==> src/design/slu_pkg.sv <==
// shared types and constants for the string literal unescape block
// no dependencies; used by every module of the block
package slu_pkg;

	// result status codes
	typedef enum logic [2:0] {
		ST_OK      = 3'd0,
		ST_UNKNOWN = 3'd1,
		ST_DIGIT   = 3'd2,
		ST_LARGE   = 3'd3,
		ST_UNTERM  = 3'd4
	} status_t;

	// one input item
	typedef struct packed {
		logic [7:0] in_byte;
		logic       end_of_literal;
	} in_item_t;

	// one result item
	typedef struct packed {
		logic [7:0] out_byte;
		logic       last_of_run;
		status_t    status;
	} out_item_t;

	// all results of one input item, as handed from front to back
	typedef struct packed {
		logic [3:0][7:0] bytes;
		logic [1:0]      last_idx;
		status_t         status;
	} job_t;

	// job queue geometry, depth a power of two
	localparam int QDepth = 4;
	localparam int QPtrW  = $clog2(QDepth);
	localparam int QCntW  = $clog2(QDepth + 1);

endpackage

==> src/design/slu_front.sv <==
// front end: escape parser state machine, turns each item into a job
// depends on slu_pkg
module slu_front (
	input  logic              clk,
	input  logic              arst_n,
	input  logic              in_valid,
	output logic              in_ready,
	input  slu_pkg::in_item_t in_item,
	input  logic              q_full,
	output logic              push,
	output slu_pkg::job_t     job
);

	typedef enum logic [3:0] {
		M_PLAIN, M_ESC, M_HEXA, M_HEXB, M_OCTB, M_OCTC,
		M_U4FIRST, M_U4DIG, M_U8FIRST, M_U8DIG, M_BRACED
	} mode_t;

	localparam logic [7:0] CH_BSLASH = 8'h5c;
	localparam logic [7:0] CH_DQUOTE = 8'h22;
	localparam logic [7:0] CH_SQUOTE = 8'h27;
	localparam logic [7:0] CH_LBRACE = 8'h7b;
	localparam logic [7:0] CH_RBRACE = 8'h7d;
	localparam logic [7:0] CH_ESCAPE = 8'h1b;
	localparam logic [23:0] MAX_CODE = 24'h10ffff;

	mode_t       mode_q, mode_d;
	logic [23:0] acc_q, acc_d;
	logic [3:0]  cnt_q, cnt_d;
	logic        ovf_q, ovf_d;

	logic       fire;
	logic [7:0] b;
	logic       hok;
	logic [3:0] hv;
	logic [23:0] hacc;
	logic [3:0]  hcnt;
	logic        hovf;

	// code point to utf-8, or a too-large status
	function automatic slu_pkg::job_t encode(input logic [23:0] m, input logic ovf);
		slu_pkg::job_t j;
		j = '0;
		if (ovf || m > MAX_CODE) begin
			j.status = slu_pkg::ST_LARGE;
		end else if (m <= 24'h7f) begin
			j.bytes[0] = m[7:0];
		end else if (m <= 24'h7ff) begin
			j.bytes[0] = {3'b110, m[10:6]};
			j.bytes[1] = {2'b10, m[5:0]};
			j.last_idx = 2'd1;
		end else if (m <= 24'hffff) begin
			j.bytes[0] = {4'b1110, m[15:12]};
			j.bytes[1] = {2'b10, m[11:6]};
			j.bytes[2] = {2'b10, m[5:0]};
			j.last_idx = 2'd2;
		end else begin
			j.bytes[0] = {5'b11110, m[20:18]};
			j.bytes[1] = {2'b10, m[17:12]};
			j.bytes[2] = {2'b10, m[11:6]};
			j.bytes[3] = {2'b10, m[5:0]};
			j.last_idx = 2'd3;
		end
		return j;
	endfunction

	assign in_ready = !q_full;
	assign fire     = in_valid && in_ready;
	assign b        = in_item.in_byte;

	// hex digit decode
	always_comb begin
		hok = 1'b1;
		hv  = 4'd0;
		if (b inside {[8'h30:8'h39]}) begin
			hv = b[3:0];
		end else if (b inside {[8'h41:8'h46], [8'h61:8'h66]}) begin
			hv = b[3:0] + 4'd9;
		end else begin
			hok = 1'b0;
		end
	end

	// accumulator after one more hex digit
	assign hacc = {acc_q[19:0], hv};
	assign hcnt = (cnt_q != 4'hf) ? cnt_q + 4'd1 : cnt_q;
	assign hovf = ovf_q || (acc_q[23:20] != 4'd0);

	always_comb begin
		mode_d = mode_q;
		acc_d  = acc_q;
		cnt_d  = cnt_q;
		ovf_d  = ovf_q;
		job    = '0;
		push   = 1'b0;
		if (in_item.end_of_literal) begin
			mode_d = M_PLAIN;
			acc_d  = '0;
			cnt_d  = '0;
			ovf_d  = 1'b0;
			if (mode_q == M_OCTB || mode_q == M_OCTC) begin
				job.bytes[0] = acc_q[7:0];
				push = 1'b1;
			end else if (mode_q != M_PLAIN) begin
				job.status = slu_pkg::ST_UNTERM;
				push = 1'b1;
			end
		end else begin
			case (mode_q)
				M_ESC: begin
					mode_d = M_PLAIN;
					acc_d  = '0;
					cnt_d  = '0;
					ovf_d  = 1'b0;
					push   = 1'b1;
					case (b)
						8'h78, 8'h58: begin
							mode_d = M_HEXA;
							push = 1'b0;
						end
						8'h30, 8'h31, 8'h32, 8'h33: begin
							acc_d  = {22'd0, b[1:0]};
							mode_d = M_OCTB;
							push = 1'b0;
						end
						8'h75: begin
							mode_d = M_U4FIRST;
							push = 1'b0;
						end
						8'h55: begin
							mode_d = M_U8FIRST;
							push = 1'b0;
						end
						8'h61: job.bytes[0] = 8'h07;
						8'h62: job.bytes[0] = 8'h08;
						8'h65: job.bytes[0] = CH_ESCAPE;
						8'h66: job.bytes[0] = 8'h0c;
						8'h6e: job.bytes[0] = 8'h0a;
						8'h72: job.bytes[0] = 8'h0d;
						8'h74: job.bytes[0] = 8'h09;
						8'h76: job.bytes[0] = 8'h0b;
						CH_DQUOTE, CH_SQUOTE, CH_BSLASH: job.bytes[0] = b;
						default: job.status = slu_pkg::ST_UNKNOWN;
					endcase
				end
				M_HEXA: begin
					if (!hok) begin
						job.status = slu_pkg::ST_DIGIT;
						push = 1'b1;
						mode_d = M_PLAIN;
						acc_d  = '0;
					end else begin
						acc_d  = {20'd0, hv};
						mode_d = M_HEXB;
					end
				end
				M_HEXB: begin
					push   = 1'b1;
					mode_d = M_PLAIN;
					acc_d  = '0;
					if (!hok) begin
						job.status = slu_pkg::ST_DIGIT;
					end else begin
						job.bytes[0] = {acc_q[3:0], hv};
					end
				end
				M_OCTB, M_OCTC: begin
					if (b inside {[8'h30:8'h37]}) begin
						acc_d = {acc_q[20:0], b[2:0]};
						if (mode_q == M_OCTB) begin
							mode_d = M_OCTC;
						end else begin
							job.bytes[0] = {acc_q[4:0], b[2:0]};
							push   = 1'b1;
							mode_d = M_PLAIN;
							acc_d  = '0;
						end
					end else begin
						// octal value, then the ending byte as plain text
						job.bytes[0] = acc_q[7:0];
						push  = 1'b1;
						acc_d = '0;
						if (b == CH_BSLASH) begin
							mode_d = M_ESC;
						end else begin
							job.bytes[1] = b;
							job.last_idx = 2'd1;
							mode_d = M_PLAIN;
						end
					end
				end
				M_U4FIRST, M_U8FIRST: begin
					acc_d = '0;
					cnt_d = '0;
					ovf_d = 1'b0;
					if (b == CH_LBRACE) begin
						mode_d = M_BRACED;
					end else if (!hok) begin
						job.status = slu_pkg::ST_DIGIT;
						push   = 1'b1;
						mode_d = M_PLAIN;
					end else begin
						acc_d  = {20'd0, hv};
						cnt_d  = 4'd1;
						mode_d = (mode_q == M_U4FIRST) ? M_U4DIG : M_U8DIG;
					end
				end
				M_U4DIG, M_U8DIG: begin
					if (!hok) begin
						job.status = slu_pkg::ST_DIGIT;
						push   = 1'b1;
						mode_d = M_PLAIN;
						acc_d  = '0;
						cnt_d  = '0;
						ovf_d  = 1'b0;
					end else if (hcnt >= ((mode_q == M_U4DIG) ? 4'd4 : 4'd8)) begin
						job    = encode(hacc, hovf);
						push   = 1'b1;
						mode_d = M_PLAIN;
						acc_d  = '0;
						cnt_d  = '0;
						ovf_d  = 1'b0;
					end else begin
						acc_d = hacc;
						cnt_d = hcnt;
						ovf_d = hovf;
					end
				end
				M_BRACED: begin
					if (b == CH_RBRACE || !hok) begin
						push   = 1'b1;
						mode_d = M_PLAIN;
						acc_d  = '0;
						cnt_d  = '0;
						ovf_d  = 1'b0;
						if (b == CH_RBRACE && cnt_q != 4'd0) begin
							job = encode(acc_q, ovf_q);
						end else begin
							job.status = slu_pkg::ST_DIGIT;
						end
					end else begin
						acc_d = hacc;
						cnt_d = hcnt;
						ovf_d = hovf;
					end
				end
				default: begin
					mode_d = M_PLAIN;
					acc_d  = '0;
					cnt_d  = '0;
					ovf_d  = 1'b0;
					if (b == CH_BSLASH) begin
						mode_d = M_ESC;
					end else begin
						job.bytes[0] = b;
						push = 1'b1;
					end
				end
			endcase
		end
		if (!fire) begin
			push = 1'b0;
		end
	end

	always_ff @(posedge clk or negedge arst_n) begin
		if (!arst_n) begin
			mode_q <= M_PLAIN;
			acc_q  <= '0;
			cnt_q  <= '0;
			ovf_q  <= 1'b0;
		end else if (fire) begin
			mode_q <= mode_d;
			acc_q  <= acc_d;
			cnt_q  <= cnt_d;
			ovf_q  <= ovf_d;
		end
	end

	// end mark always returns to plain text
	assert property (@(posedge clk) disable iff (!arst_n)
		fire && in_item.end_of_literal |=> mode_q == M_PLAIN)
		else $error("parser not in plain text after end mark");

	// a status job never carries text
	assert property (@(posedge clk) disable iff (!arst_n)
		push && job.status != slu_pkg::ST_OK |-> job.last_idx == 2'd0 && job.bytes == '0)
		else $error("status job carries text");

endmodule

==> src/design/slu_queue.sv <==
// job queue between parser front end and output back end
// depends on slu_pkg
module slu_queue (
	input  logic          clk,
	input  logic          arst_n,
	input  logic          push,
	input  slu_pkg::job_t push_job,
	output logic          full,
	input  logic          pop,
	output logic          head_valid,
	output slu_pkg::job_t head_job
);

	slu_pkg::job_t                   mem_q [slu_pkg::QDepth];
	logic [slu_pkg::QPtrW-1:0]       wr_ptr_q;
	logic [slu_pkg::QPtrW-1:0]       rd_ptr_q;
	logic [slu_pkg::QCntW-1:0]       count_q;

	assign full       = (count_q == slu_pkg::QCntW'(slu_pkg::QDepth));
	assign head_valid = (count_q != '0);
	assign head_job   = mem_q[rd_ptr_q];

	always_ff @(posedge clk) begin
		if (push) begin
			mem_q[wr_ptr_q] <= push_job;
		end
	end

	always_ff @(posedge clk or negedge arst_n) begin
		if (!arst_n) begin
			wr_ptr_q <= '0;
			rd_ptr_q <= '0;
			count_q  <= '0;
		end else begin
			if (push) begin
				wr_ptr_q <= wr_ptr_q + 1'b1;
			end
			if (pop) begin
				rd_ptr_q <= rd_ptr_q + 1'b1;
			end
			case ({push, pop})
				2'b10:   count_q <= count_q + 1'b1;
				2'b01:   count_q <= count_q - 1'b1;
				default: count_q <= count_q;
			endcase
		end
	end

	assert property (@(posedge clk) disable iff (!arst_n) push |-> !full)
		else $error("push into full queue");

	assert property (@(posedge clk) disable iff (!arst_n) pop |-> head_valid)
		else $error("pop from empty queue");

endmodule

==> src/design/slu_back.sv <==
// back end: walks each job one byte at a time into the output register
// depends on slu_pkg
module slu_back (
	input  logic               clk,
	input  logic               arst_n,
	input  logic               head_valid,
	input  slu_pkg::job_t      head_job,
	output logic               pop,
	output logic               out_valid,
	input  logic               out_ready,
	output slu_pkg::out_item_t out_item
);

	logic [1:0]         idx_q;
	logic               out_valid_q;
	slu_pkg::out_item_t out_q;
	logic               load;
	logic               at_last;

	assign load      = head_valid && (!out_valid_q || out_ready);
	assign at_last   = (idx_q == head_job.last_idx);
	assign pop       = load && at_last;
	assign out_valid = out_valid_q;
	assign out_item  = out_q;

	always_ff @(posedge clk or negedge arst_n) begin
		if (!arst_n) begin
			idx_q       <= '0;
			out_valid_q <= 1'b0;
		end else begin
			if (load) begin
				idx_q       <= at_last ? 2'd0 : idx_q + 2'd1;
				out_valid_q <= 1'b1;
			end else if (out_ready) begin
				out_valid_q <= 1'b0;
			end
		end
	end

	// payload register
	always_ff @(posedge clk) begin
		if (load) begin
			out_q.out_byte    <= head_job.bytes[idx_q];
			out_q.last_of_run <= at_last;
			out_q.status      <= head_job.status;
		end
	end

	// mid-job position only exists while the job is still queued
	assert property (@(posedge clk) disable iff (!arst_n)
		idx_q != 2'd0 |-> head_valid && idx_q <= head_job.last_idx)
		else $error("byte index runs past its job");

	assert property (@(posedge clk) disable iff (!arst_n)
		out_valid_q && out_q.status != slu_pkg::ST_OK |-> out_q.last_of_run)
		else $error("status result not last of run");

endmodule

==> src/design/string_literal_unescape_utf8.sv <==
// top level of the string literal unescape decoder with utf-8 output
// depends on slu_pkg, slu_front, slu_queue, slu_back
//
// Decodes the body of a quoted literal one byte per input item: plain bytes
// pass through, C escapes (\a \b \e \f \n \r \t \v \" \' \\, \x with two hex
// digits, octal up to three digits) give one byte, and \u, \U and the braced
// forms give a code point sent as 1 to 4 utf-8 bytes. Bad escapes, bad
// digits, code points above 10FFFF and an escape cut off by end_of_literal
// give one result with a nonzero status and out_byte 0. An item with
// end_of_literal set flushes a pending octal escape. The block takes one
// item per cycle as long as its 4-deep job queue has room; each item that
// yields results puts one job in the queue, and the output register drains
// one result per cycle while out_ready is high, so a 4-byte utf-8 sequence
// holds the output side while the queue keeps taking input. An accepted
// item's job is written into the queue, and its first result then loads
// into the output register from the head of the queue.
module string_literal_unescape_utf8 (
	input  logic               clk,
	input  logic               arst_n,
	input  logic               in_valid,
	output logic               in_ready,
	input  slu_pkg::in_item_t  in_item,
	output logic               out_valid,
	input  logic               out_ready,
	output slu_pkg::out_item_t out_item
);

	// front to queue
	logic          push;
	slu_pkg::job_t push_job;
	logic          q_full;

	// queue to back
	logic          pop;
	logic          head_valid;
	slu_pkg::job_t head_job;

	// parser: classifies each item and builds its job
	slu_front u_front (
		.clk      (clk),
		.arst_n   (arst_n),
		.in_valid (in_valid),
		.in_ready (in_ready),
		.in_item  (in_item),
		.q_full   (q_full),
		.push     (push),
		.job      (push_job)
	);

	// decouples parser from a stalled output
	slu_queue u_queue (
		.clk        (clk),
		.arst_n     (arst_n),
		.push       (push),
		.push_job   (push_job),
		.full       (q_full),
		.pop        (pop),
		.head_valid (head_valid),
		.head_job   (head_job)
	);

	// serializer and output register
	slu_back u_back (
		.clk        (clk),
		.arst_n     (arst_n),
		.head_valid (head_valid),
		.head_job   (head_job),
		.pop        (pop),
		.out_valid  (out_valid),
		.out_ready  (out_ready),
		.out_item   (out_item)
	);

endmodule

==> config.mk <==
export PLATFORM = sky130hd
export DESIGN_NAME = string_literal_unescape_utf8
export DESIGN_NICKNAME = d
export VERILOG_FILES = /design/src/design/slu_pkg.sv /design/src/design/slu_front.sv /design/src/design/slu_queue.sv /design/src/design/slu_back.sv /design/src/design/string_literal_unescape_utf8.sv
export SDC_FILE = /design/constraint.sdc
export NUM_CORES = 1
export LEC_CHECK = 0
export ABC_AREA = 1
export ABC_CLOCK_PERIOD_IN_PS = 10450
export BUFFER_PORTS_ARGS = -buffer_cell sky130_fd_sc_hd__buf_2
export CAP_MARGIN = 40
export CELL_PAD_IN_SITES_DETAIL_PLACEMENT = 0
export CELL_PAD_IN_SITES_GLOBAL_PLACEMENT = 1
export CORE_MARGIN = 2
export CORE_UTILIZATION = 50
export DETAILED_ROUTE_END_ITERATION = 10
export MAX_ROUTING_LAYER = met4
export PLACE_DENSITY_LB_ADDON = 0.1
export SETUP_SLACK_MARGIN = 0.1
export SYNTH_ARGS = -nofsm -noshare
export SYNTH_HDL_FRONTEND = slang
export SYNTH_HIERARCHICAL = 1
export SYNTH_SLANG_ARGS = --single-unit
==> constraint.sdc <==
create_clock -name clk -period 10.45 [get_ports clk]
set_input_delay 1.045 -clock clk [delete_from_list [all_inputs] [get_ports clk]]
set_output_delay 1.045 -clock clk [all_outputs]
set_load 0.02 [all_outputs]
# ---- Yosys cells after proc, flatten, opt, wreduce, memory -nomap -nowiden
# Memories as Yosys holds them, arrays and structs flattened.
# Index checks and enable logic that the tools add are counted.
dict set report totals {
  reg_bits 55
  latchBits 0
  ram_bits 148
  rom_bits 0
  inputBits 13
  output_inout_bits 14
  memories 1
}
# name words width read_ports rd_clocked_by_memory_dff write_ports line_no
set mem_list {}
lappend mem_list {u_queue.mem_q 4 37 1 0 1 slu_queue.sv:14} ;# slu_pkg::job_t mem_q [slu_pkg::QDepth];
dict set report classes {
  add_sub_neg 7
  mul 0
  n_div 0
  magnitude_cmp 17
  n_eq_ne 39
  shifts 0
  n_mux 117
  n_bitwise 0
  reduce_logical 37
}
# operator count
set ops {}
lappend ops {{2-to-1 mux 24 bit} 11}
lappend ops {{2-to-1 mux 26 bit} 7}
lappend ops {{one-hot mux 24 bit (6 select lines)} 1}
lappend ops {{2-to-1 mux 34 bit} 4}
lappend ops {{equality test 8 x 7 -> 1 bit (second input constant)} 15}
lappend ops {{2-to-1 mux 8 bit} 12}
lappend ops {{2-to-1 mux 37 bit} 2}
lappend ops {{2-to-1 mux 4 bit} 18}
lappend ops {{one-hot mux 8 bit (9 select lines)} 1}
lappend ops {{equality test 8 x 6 -> 1 bit (second input constant)} 6}
lappend ops {{> comparator 24 x 21 -> 1 bit (second input constant)} 2}
lappend ops {{<= comparator 24 x 11 -> 1 bit (second input constant)} 2}
lappend ops {{<= comparator 24 x 16 -> 1 bit (second input constant)} 2}
lappend ops {{<= comparator 24 x 7 -> 1 bit (second input constant)} 2}
lappend ops {{one-hot mux 8 bit (6 select lines)} 1}
lappend ops {{2-to-1 mux 18 bit} 2}
lappend ops {{2-to-1 mux 16 bit} 2}
lappend ops {{one-hot mux 16 bit (2 select lines)} 1}
lappend ops {{one-hot mux 4 bit (4 select lines)} 2}
lappend ops {{2-to-1 mux 1 bit} 28}
lappend ops {{one-hot mux 4 bit (7 select lines)} 1}
lappend ops {{one-hot mux 8 bit (3 select lines)} 1}
lappend ops {{2-to-1 mux 3 bit} 7}
lappend ops {{2-to-1 mux 2 bit} 10}
lappend ops {{other kinds (41)} 77}

# ---- Longest topological paths before layout
# Gate-level depths: netlist (run 1).
dict set report logic_depth {
  ltp_word 21
  depth_mapped 23
  ltp_nobuf 22
}

# ---- Hierarchy
# The synthesis (run 1) kept the hierarchy.
# module instances cells_each area_each_um2 seq_area_each_um2
set by_module_without_submodules {}
lappend by_module_without_submodules {slu_queue 1 554 6617.6 4619.4}
lappend by_module_without_submodules {slu_front 1 811 4604.4 825.8}
lappend by_module_without_submodules {slu_back 1 84 784.5 435.4}

# ---- Least setup slack after synthesis (run 1)
# Ideal clock, no wire load.
dict set report synth_timing {
  path_type {input -> register}
  start {input port in_item[1] (netlist name)}
  end {memory u_queue/mem_q[0][0] (netlist name) (enable)}
  arrival_ns 3.490
  required_time_ns 10.058
  path_slack_ns 6.569
  stages 16
  n_path_buf 3
  cell_sequence {buf_2 inv_2 ha_1 o21ai_0 nand2_1 nand2_4 nand2_4 buf_2 o2bb2ai_1 inv_1 nand4_1 nor2_1 nor2_1 clkbuf_1 nand2_1 inv_1}
}
dict set report synth_between {
  elab_chain_len 13
  elab_cells_between_ends 40
}
# item line_no
set synth_lines {}
lappend synth_lines {{from (decl)} string_literal_unescape_utf8.sv:22} ;# input slu_pkg::in_item_t in_item,
lappend synth_lines {{greater-or-equal comparator 8 x 7 -> 1 bit / <= comparator 8 x 7 -> 1 bit (equally long branches)} slu_front.sv:77} ;# end else if (b inside {[8'h41:8'h46], [8'h61:8'h66]}) begin
lappend synth_lines {{logical AND 1 bit} slu_front.sv:77}
lappend synth_lines {{nonzero test 2 bit} slu_front.sv:77}
lappend synth_lines {{2-to-1 mux 1 bit} slu_front.sv:77}
lappend synth_lines {{2-to-1 mux 1 bit} slu_front.sv:75} ;# if (b inside {[8'h30:8'h39]}) begin
lappend synth_lines {{zero test 1 bit} n/a}
lappend synth_lines {{logical OR 1 bit} slu_front.sv:230} ;# if (b == CH_RBRACE || !hok) begin
lappend synth_lines {{2-to-1 mux 1 bit} slu_front.sv:230}
lappend synth_lines {{one-hot mux 1 bit (7 select lines) *} slu_front.sv:109} ;# case (mode_q)
lappend synth_lines {{2-to-1 mux 1 bit *} slu_front.sv:96} ;# if (in_item.end_of_literal) begin
lappend synth_lines {{2-to-1 mux 1 bit *} slu_front.sv:261} ;# if (!fire) begin
lappend synth_lines {{named net push} string_literal_unescape_utf8.sv:29} ;# logic push;
lappend synth_lines {{2-to-1 mux 1 bit *} slu_queue.sv:24} ;# if (push) begin
lappend synth_lines {{2-to-1 mux 1 bit (not written as such) *} slu_queue.sv:25} ;# mem_q[wr_ptr_q] <= push_job;
lappend synth_lines {{to (decl)} slu_queue.sv:14}
# Mark *: on every way through the listed nets, which the timed path passes. The rest lies on a longest branch.

# ---- Worst setup path after layout (run 1)
dict set report layout_timing {
  start {input port in_item[2] (netlist name)}
  end {register u_queue/count_q[2] (netlist name)}
}
dict set report layout_between {
  elab_chain_len 13
  elab_cells_between_ends 42
}
# item line_no
set layout_lines {}
lappend layout_lines {{greater-or-equal comparator 8 x 7 -> 1 bit / <= comparator 8 x 7 -> 1 bit (equally long branches)} slu_front.sv:77}
lappend layout_lines {{logical AND 1 bit} slu_front.sv:77}
lappend layout_lines {{nonzero test 2 bit} slu_front.sv:77}
lappend layout_lines {{2-to-1 mux 1 bit} slu_front.sv:77}
lappend layout_lines {{2-to-1 mux 1 bit} slu_front.sv:75}
lappend layout_lines {{zero test 1 bit} n/a}
lappend layout_lines {{logical OR 1 bit} slu_front.sv:230}
lappend layout_lines {{2-to-1 mux 1 bit} slu_front.sv:230}
lappend layout_lines {{one-hot mux 1 bit (7 select lines) *} slu_front.sv:109}
lappend layout_lines {{2-to-1 mux 1 bit *} slu_front.sv:96}
lappend layout_lines {{2-to-1 mux 1 bit *} slu_front.sv:261}
lappend layout_lines {{named net push} string_literal_unescape_utf8.sv:29}
lappend layout_lines {{equality test 2 x 1 -> 1 bit / equality test 2 bit (equally long branches)} slu_queue.sv:41} ;# case ({push, pop})
lappend layout_lines {{one-hot mux 3 bit (2 select lines) / nonzero test 2 bit (equally long branches)} n/a}
lappend layout_lines {{to (signal assigned)} slu_queue.sv:42} ;# 2'b10: count_q <= count_q + 1'b1;
lappend layout_lines {{to (signal assigned)} slu_queue.sv:43} ;# 2'b01: count_q <= count_q - 1'b1;
lappend layout_lines {{to (signal assigned)} slu_queue.sv:44} ;# default: count_q <= count_q;
lappend layout_lines {{to (decl)} slu_queue.sv:17} ;# logic [slu_pkg::QCntW-1:0] count_q;
# Marks and branches as above.
# A chain may end at the register's enable or synchronous reset.

==> results of run 1 <==
==> final cells by class <==
class | instances | area, µm² | share of cell area
clock buffers | 24 | 579 | 0.0446
clock inverters | 16 | 155 | 0.0120
inverters | 201 | 756 | 0.0582
multi-input cells | 984 | 4940 | 0.381
flip-flops and latches | 203 | 5880 | 0.453
well taps | 319 | 399 | 0.0308
repair buffers | 40 | 263 | 0.0202
==> kinds of logic after synthesis <==
group	count (synthesis)	synth area share
and+or+nand+nor	719	0.256
other	1	0.000312
DFF	203	0.490
buffers and inverters	263	0.0988
muxes	1	0.000834
xor gates and xnor gates	7	0.00511
adders and majority gates	14	0.0152
AOI/OAI and AO/OA	241	0.134
==> worst max-delay path, stage by stage <==
cell,delay [ps]
buf_2,190
inv_1,130
ha_1,210
inv_1,140
nand3_1,130
nand3_2,190
nand2_4,180
inv_1,150
o21ai_0,120
nand4_1,110
nor2_1,50
nor2_1,550
inv_1,110
ha_1,270
fa_1,390
nand2_1,100
nand3_1,80
nand2_1,60
nand2_1,40
==> sequential cells by signal, summed over array words and instances (netlist names), 3 cells and up <==
register and count:
u_queue/mem_q 148, u_queue/count_q 3, u_back/out_item 12, u_front/mode_q 4, u_front/cnt_q 4, u_front/acc_q 24
==> metrics by stage <==
stage               utilization  hold slack, ps  instance area, µm²  worst slack, ps
floorplan                     -             442               12000             6570
CTS                       0.551             484               13000             6650
global placement          0.518             470               12200             6180
global route              0.551             530               13000             6260
finish                    0.551             480               13000             6600
detailed placement        0.520             469               12200             6120
==> Yosys cell counts, types with 3 or more instances <==
master | number | area, µm²
nor2_1 | 199 | 747
nand2_2 | 11 | 68.8
nand3_1 | 66 | 330
o21ai_0 | 61 | 305
o211ai_1 | 9 | 67.6
buf_2 | 19 | 95.1
a21oi_1 | 54 | 270
o31ai_1 | 3 | 22.5
o21ai_1 | 18 | 90.1
a22oi_1 | 15 | 113
xor2_1 | 5 | 43.8
nand2_1 | 384 | 1440
nor3_1 | 10 | 50.1
inv_2 | 10 | 37.5
nand4_1 | 16 | 100
clkbuf_1 | 14 | 52.6
nand2_4 | 4 | 45.0
edfxtp_1 | 160 | 4800
a21oi_2 | 3 | 26.3
nor2_4 | 10 | 113
inv_1 | 188 | 706
nand3_2 | 5 | 50.1
o22ai_1 | 33 | 206
buf_4 | 11 | 82.6
buf_6 | 16 | 180
ha_1 | 13 | 163
o211ai_2 | 33 | 413
dfrtp_1 | 43 | 1080
nor2_2 | 5 | 31.3
==> path summary, 6_finish.rpt <==
path,start,endpoint,slack (ps),cells past startpoint
worst min-delay path,u_queue/count_q[2],u_queue/count_q[2],480,2
worst max register to register,u_front/cnt_q[0],u_queue/count_q[2],6680,21
max in group asynchronous,arst_n,u_queue/rd_ptr_q[0],9360,2
worst max-delay path,in_item[2],u_queue/count_q[2],6600,19
min in group asynchronous,arst_n,u_front/cnt_q[2],630,2
worst min register to register,u_queue/count_q[2],u_queue/count_q[2],480,2
==> per-layer routing <==
layer  vias to the layer above  share of wire  GRT usage
li1                       4778              -          -
met5                         -              0          -
met1                      4629           0.43      0.343
met4                         0          0.034     0.0872
met2                       349           0.47      0.446
met3                        86          0.060     0.0320
==> where the power goes <==
group / total [mW] / switching (mW) / internal (mW)
combinational: 0.761 / 0.513 / 0.248
clock: 0.773 / 0.300 / 0.473
sequential: 1.09 / 0.0836 / 1.00
==> results.json, run 1 <==
{
  "status": "finished, final reports clean",
  "path_max_fanout": 18,
  "htreeDepth": 1,
  "hpwl_mm": 23.6,
  "worstSetupPathType": "input pin to register",
  "grt_start_max_net_pins": 80,
  "drv_cap": 0,
  "startpoint_type": "input pin",
  "yosysWarnings": 6,
  "synth_cells": 1449,
  "core_region_area_um2": 23500,
  "wl_mm": 33.1,
  "port_buffers": 26,
  "cts_tree": "built",
  "power_mw": 2.62,
  "cts_resized": 0,
  "nNetsFinal": 1479,
  "clockBufferDepth": 3,
  "initial_core_util": 0.510,
  "viasPerCell": 5.51,
  "fill_cells": 2257,
  "worstMarginPinSlew_ps": 870,
  "grt_pass1_vias": 9348,
  "yosys_register_bits": 203,
  "syn_area_per_cell_um2": 8.29,
  "layout.cells.non_filler": 1787,
  "cts.sinks": 203,
  "layout_commonest_cell": "nand2_1",
  "post_cts_buffers": 0,
  "final_hold_viol_count": 0,
  "wl_per_cell_um": 18.5,
  "irDropWorstVdd_uv": 159,
  "drt-pass1-iter-count": 6,
  "critical_path_required_ps": 10840,
  "synth_edf_count": 160,
  "remaining_drc_errors": 0,
  "drive_above_1_share": 0.113,
  "period_needed_ps": 3850,
  "clock.fmax_mhz": 260,
  "synthArstFlopShare": 0.212,
  "vias": 9842,
  "grt_overflow": 0,
  "p_leak_nw": 5.66,
  "cts_root_buf": "clkbuf_16",
  "p_per_area_nw_per_um2": 202,
  "clk_pin_slew_ps": 60,
  "drtIter0Drc": 799,
  "cts_hold_buffers": 0,
  "io_pins": 27,
  "slew_headroom": 0.420,
  "ant_nets": 0,
  "skew_ps": 13.4,
  "area_growth_pct": 8.11,
  "rsz0062_at_grt": "false",
  "grt_antenna_before_repair": 0,
  "finalSetupViolCount": 0,
  "fp.dieH_um": 159,
  "setup_tns_ps": 0,
  "grt_pass1_wl_mm": 52.0,
  "final_cell_mix": "nand2_1 (384), nor2_1 (199), inv_1 (187), edfxtp_1 (160), nand3_1 (66)",
  "num_antenna_cells": 0,
  "cts_buffers": 22,
  "end_kind": "register",
  "row_count": 56,
  "synth_top_flop_cell": "edfxtp_1",
  "synth.cell_area_um2": 12000,
  "synth.distinct_cells": 52,
  "die_area_um2": 25300,
  "arrival_ps": 4240,
  "insertion_delay_ps": 500,
  "track_usage": 0.267,
  "dp_cells": 1747,
  "hold_path.class": "register to register",
  "die_x_um": 159,
  "slew_violations": 0,
  "min_period_over_period": 0.368,
  "place.gp.congestion": 1.02,
  "yosysSeqAreaShare": 0.490
}
Power figures use the tool's default switching activity.
==> run 2, diff against run 1 <==
--- a/config.mk
+++ b/config.mk
@@ -6,13 +6,13 @@
 export NUM_CORES = 1
 export LEC_CHECK = 0
 export ABC_AREA = 1
-export ABC_CLOCK_PERIOD_IN_PS = 10450
+export ABC_CLOCK_PERIOD_IN_PS = 4000
 export BUFFER_PORTS_ARGS = -buffer_cell sky130_fd_sc_hd__buf_2
 export CAP_MARGIN = 40
 export CELL_PAD_IN_SITES_DETAIL_PLACEMENT = 0
 export CELL_PAD_IN_SITES_GLOBAL_PLACEMENT = 1
 export CORE_MARGIN = 2
-export CORE_UTILIZATION = 50
+export CORE_UTILIZATION = 49
 export DETAILED_ROUTE_END_ITERATION = 10
 export MAX_ROUTING_LAYER = met4
 export PLACE_DENSITY_LB_ADDON = 0.1
==> constraint.sdc (replaced) <==
create_clock -name clk -period 4 [get_ports clk]
set_input_delay 0.4 -clock clk [delete_from_list [all_inputs] [get_ports clk]]
set_output_delay 0.4 -clock clk [all_outputs]
set_load 0.02 [all_outputs]
==> results.json, run 2 (synthesis gave the netlist of run 1 again) <==
{
  "die_area_um2": 25800,
  "critical_path_required_ps": 4420,
  "seqPwrFrac": 0.393,
  "slew_headroom": 0.464,
  "reg2reg_slack_ps": 630,
  "r2r_start": "u_front/cnt_q[0]",
  "grt_overflow": 0,
  "final_hold_viol_count": 0,
  "insertion_delay_ps": 540,
  "drt-pass1-iter-count": 6,
  "clockBufferDepth": 3,
  "power_frac_clock": 0.309,
  "drv_cap": 0,
  "clk_pin_slew_ps": 60,
  "die_x_um": 161,
  "vias": 9806,
  "cts.sinks": 203,
  "worstMarginPinSlew_ps": 803,
  "htreeDepth": 1,
  "period_needed_ps": 3370,
  "skew_ps": 17.7,
  "num_antenna_cells": 0,
  "arrival_ps": 3790,
  "clock.fmax_mhz": 297,
  "power_mw": 7.02,
  "io_pins": 27,
  "final_cell_mix": "nand2_1 (384), nor2_1 (199), inv_1 (187), edfxtp_1 (160), nand3_1 (66)",
  "track_usage": 0.274,
  "dp_worst_setup_slack_ps": 622,
  "wl_mm": 33.7,
  "row_count": 57,
  "post_cts_buffers": 0,
  "area_growth_pct": 9.49,
  "cts_resized": 0,
  "drive_above_1_share": 0.120,
  "p_comb_frac": 0.298,
  "wl_per_cell_um": 18.7,
  "hold_path.class": "input pin to register",
  "grt_start_max_net_pins": 75,
  "core_region_area_um2": 24200,
  "p_sw_frac": 0.346,
  "nNetsFinal": 1491,
  "hold_slack_ps": 133,
  "p_int_mw": 4.59,
  "worstSetupPathType": "register to register",
  "endpoint": "u_queue/count_q[2]",
  "grt_antenna_before_repair": 0,
  "initial_core_util": 0.497,
  "layout_commonest_cell": "nand2_1",
  "p_per_area_nw_per_um2": 534,
  "slew_violations": 0,
  "p_leak_nw": 5.75,
  "regMostFlops": "u_queue/mem_q",
  "largest_reg_flops": 148,
  "finalSetupViolCount": 0,
  "place.gp.congestion": 0.967,
  "worst_r2r_endpoint": "u_queue/count_q[2]",
  "drtIter0Drc": 928,
  "cts_tree": "built",
  "worstRegToRegCells": 21,
  "grt_pass1_wl_mm": 53.1,
  "port_buffers": 26,
  "cts_buffers": 23,
  "grt_pass1_vias": 9432,
  "worstSetupStartpoint": "u_front/cnt_q[0]",
  "hpwl_mm": 24.1,
  "status": "finished, final reports clean",
  "fin_ws_ps": 628,
  "viasPerCell": 5.43,
  "setup_tns_ps": 0,
  "end_kind": "register",
  "fp.dieH_um": 161,
  "cts_root_buf": "clkbuf_16",
  "remaining_drc_errors": 0,
  "path_max_fanout": 5,
  "rsz0062_at_grt": "false",
  "startpoint_type": "register",
  "min_period_over_period": 0.843,
  "irDropWorstVdd_uv": 367,
  "ant_nets": 0,
  "p_switching_mw": 2.43
}
## run 2: final cells by class
type | instances | area (µm²)
Timing Repair Buffer | 51 | 370
Clock inverter | 12 | 165
Fill cell | 2251 | 11000
Inverter | 201 | 756
Clock buffer | 30 | 622
Multi-Input combinational cell | 984 | 4940
Sequential cell | 203 | 5880
Tap cell | 324 | 405
## run 2: per-layer routing
| metal | wire length [µm] | share of wire | global-route usage |
|---|---|---|---|
| met1 | 14200 | 0.42 | 0.346 |
| met5 | 0 | 0 | - |
| met2 | 16400 | 0.49 | 0.460 |
| met3 | 1840 | 0.055 | 0.0292 |
| met4 | 1270 | 0.038 | 0.0971 |
## run 2: how the worst min path moves through the flow
stage	startpoint	endpoint	slack, ps	cells after the start
global placement	arst_n	u_front/acc_q[19]	320	1
global route	out_ready	u_back/out_valid	130	4
detailed placement	arst_n	u_front/acc_q[15]	320	1
CTS	out_ready	u_back/out_valid	110	4
finish	out_ready	u_back/out_valid	130	4
floorplan	arst_n	u_back/idx_q[0]	100	0
## run 2: stage by stage
stage          utilization  instances  cell area [µm²]
3_3_place_gp         0.510       1761            12300
3_5_place_dp         0.511       1762            12300
4_1_cts              0.544       1805            13100
6_report             0.544       1805            13100
2_1_floorplan            -       1450            12000
5_1_grt              0.544       1805            13100
## run 2: critical path, stage by stage (launching register included)
cell and delay, ps:
dfrtp_1 400, ha_1 250, nand2_1 100, nand2_1 50, mux2i_1 200, inv_1 70, ha_1 300, nand2_1 60
inv_1 50, nand3_1 70, nand2_1 190, o21ai_0 140, nand4_1 110, nor2_1 40, nor2_1 230, inv_1 80
ha_1 240, fa_1 390, nand2_1 100, nand3_1 80, nand2_1 60, nand2_1 50
## run 2: power by group through the flow
stage          clock (mW)  combinational, mW  sequential, mW
5_1_grt              2.30               2.37            2.80
3_3_place_gp            0               2.10            2.80
2_1_floorplan           0               1.66            2.83
6_report             2.17               2.09            2.76
4_1_cts              2.21               2.12            2.77
3_5_place_dp            0               2.12            2.81
## run 2: repair_timing
action | CTS | global route
setup endpoints to repair | 0 | 0
hold buffers | 1 | 0
endpoints found under the hold margin | 13 | 0
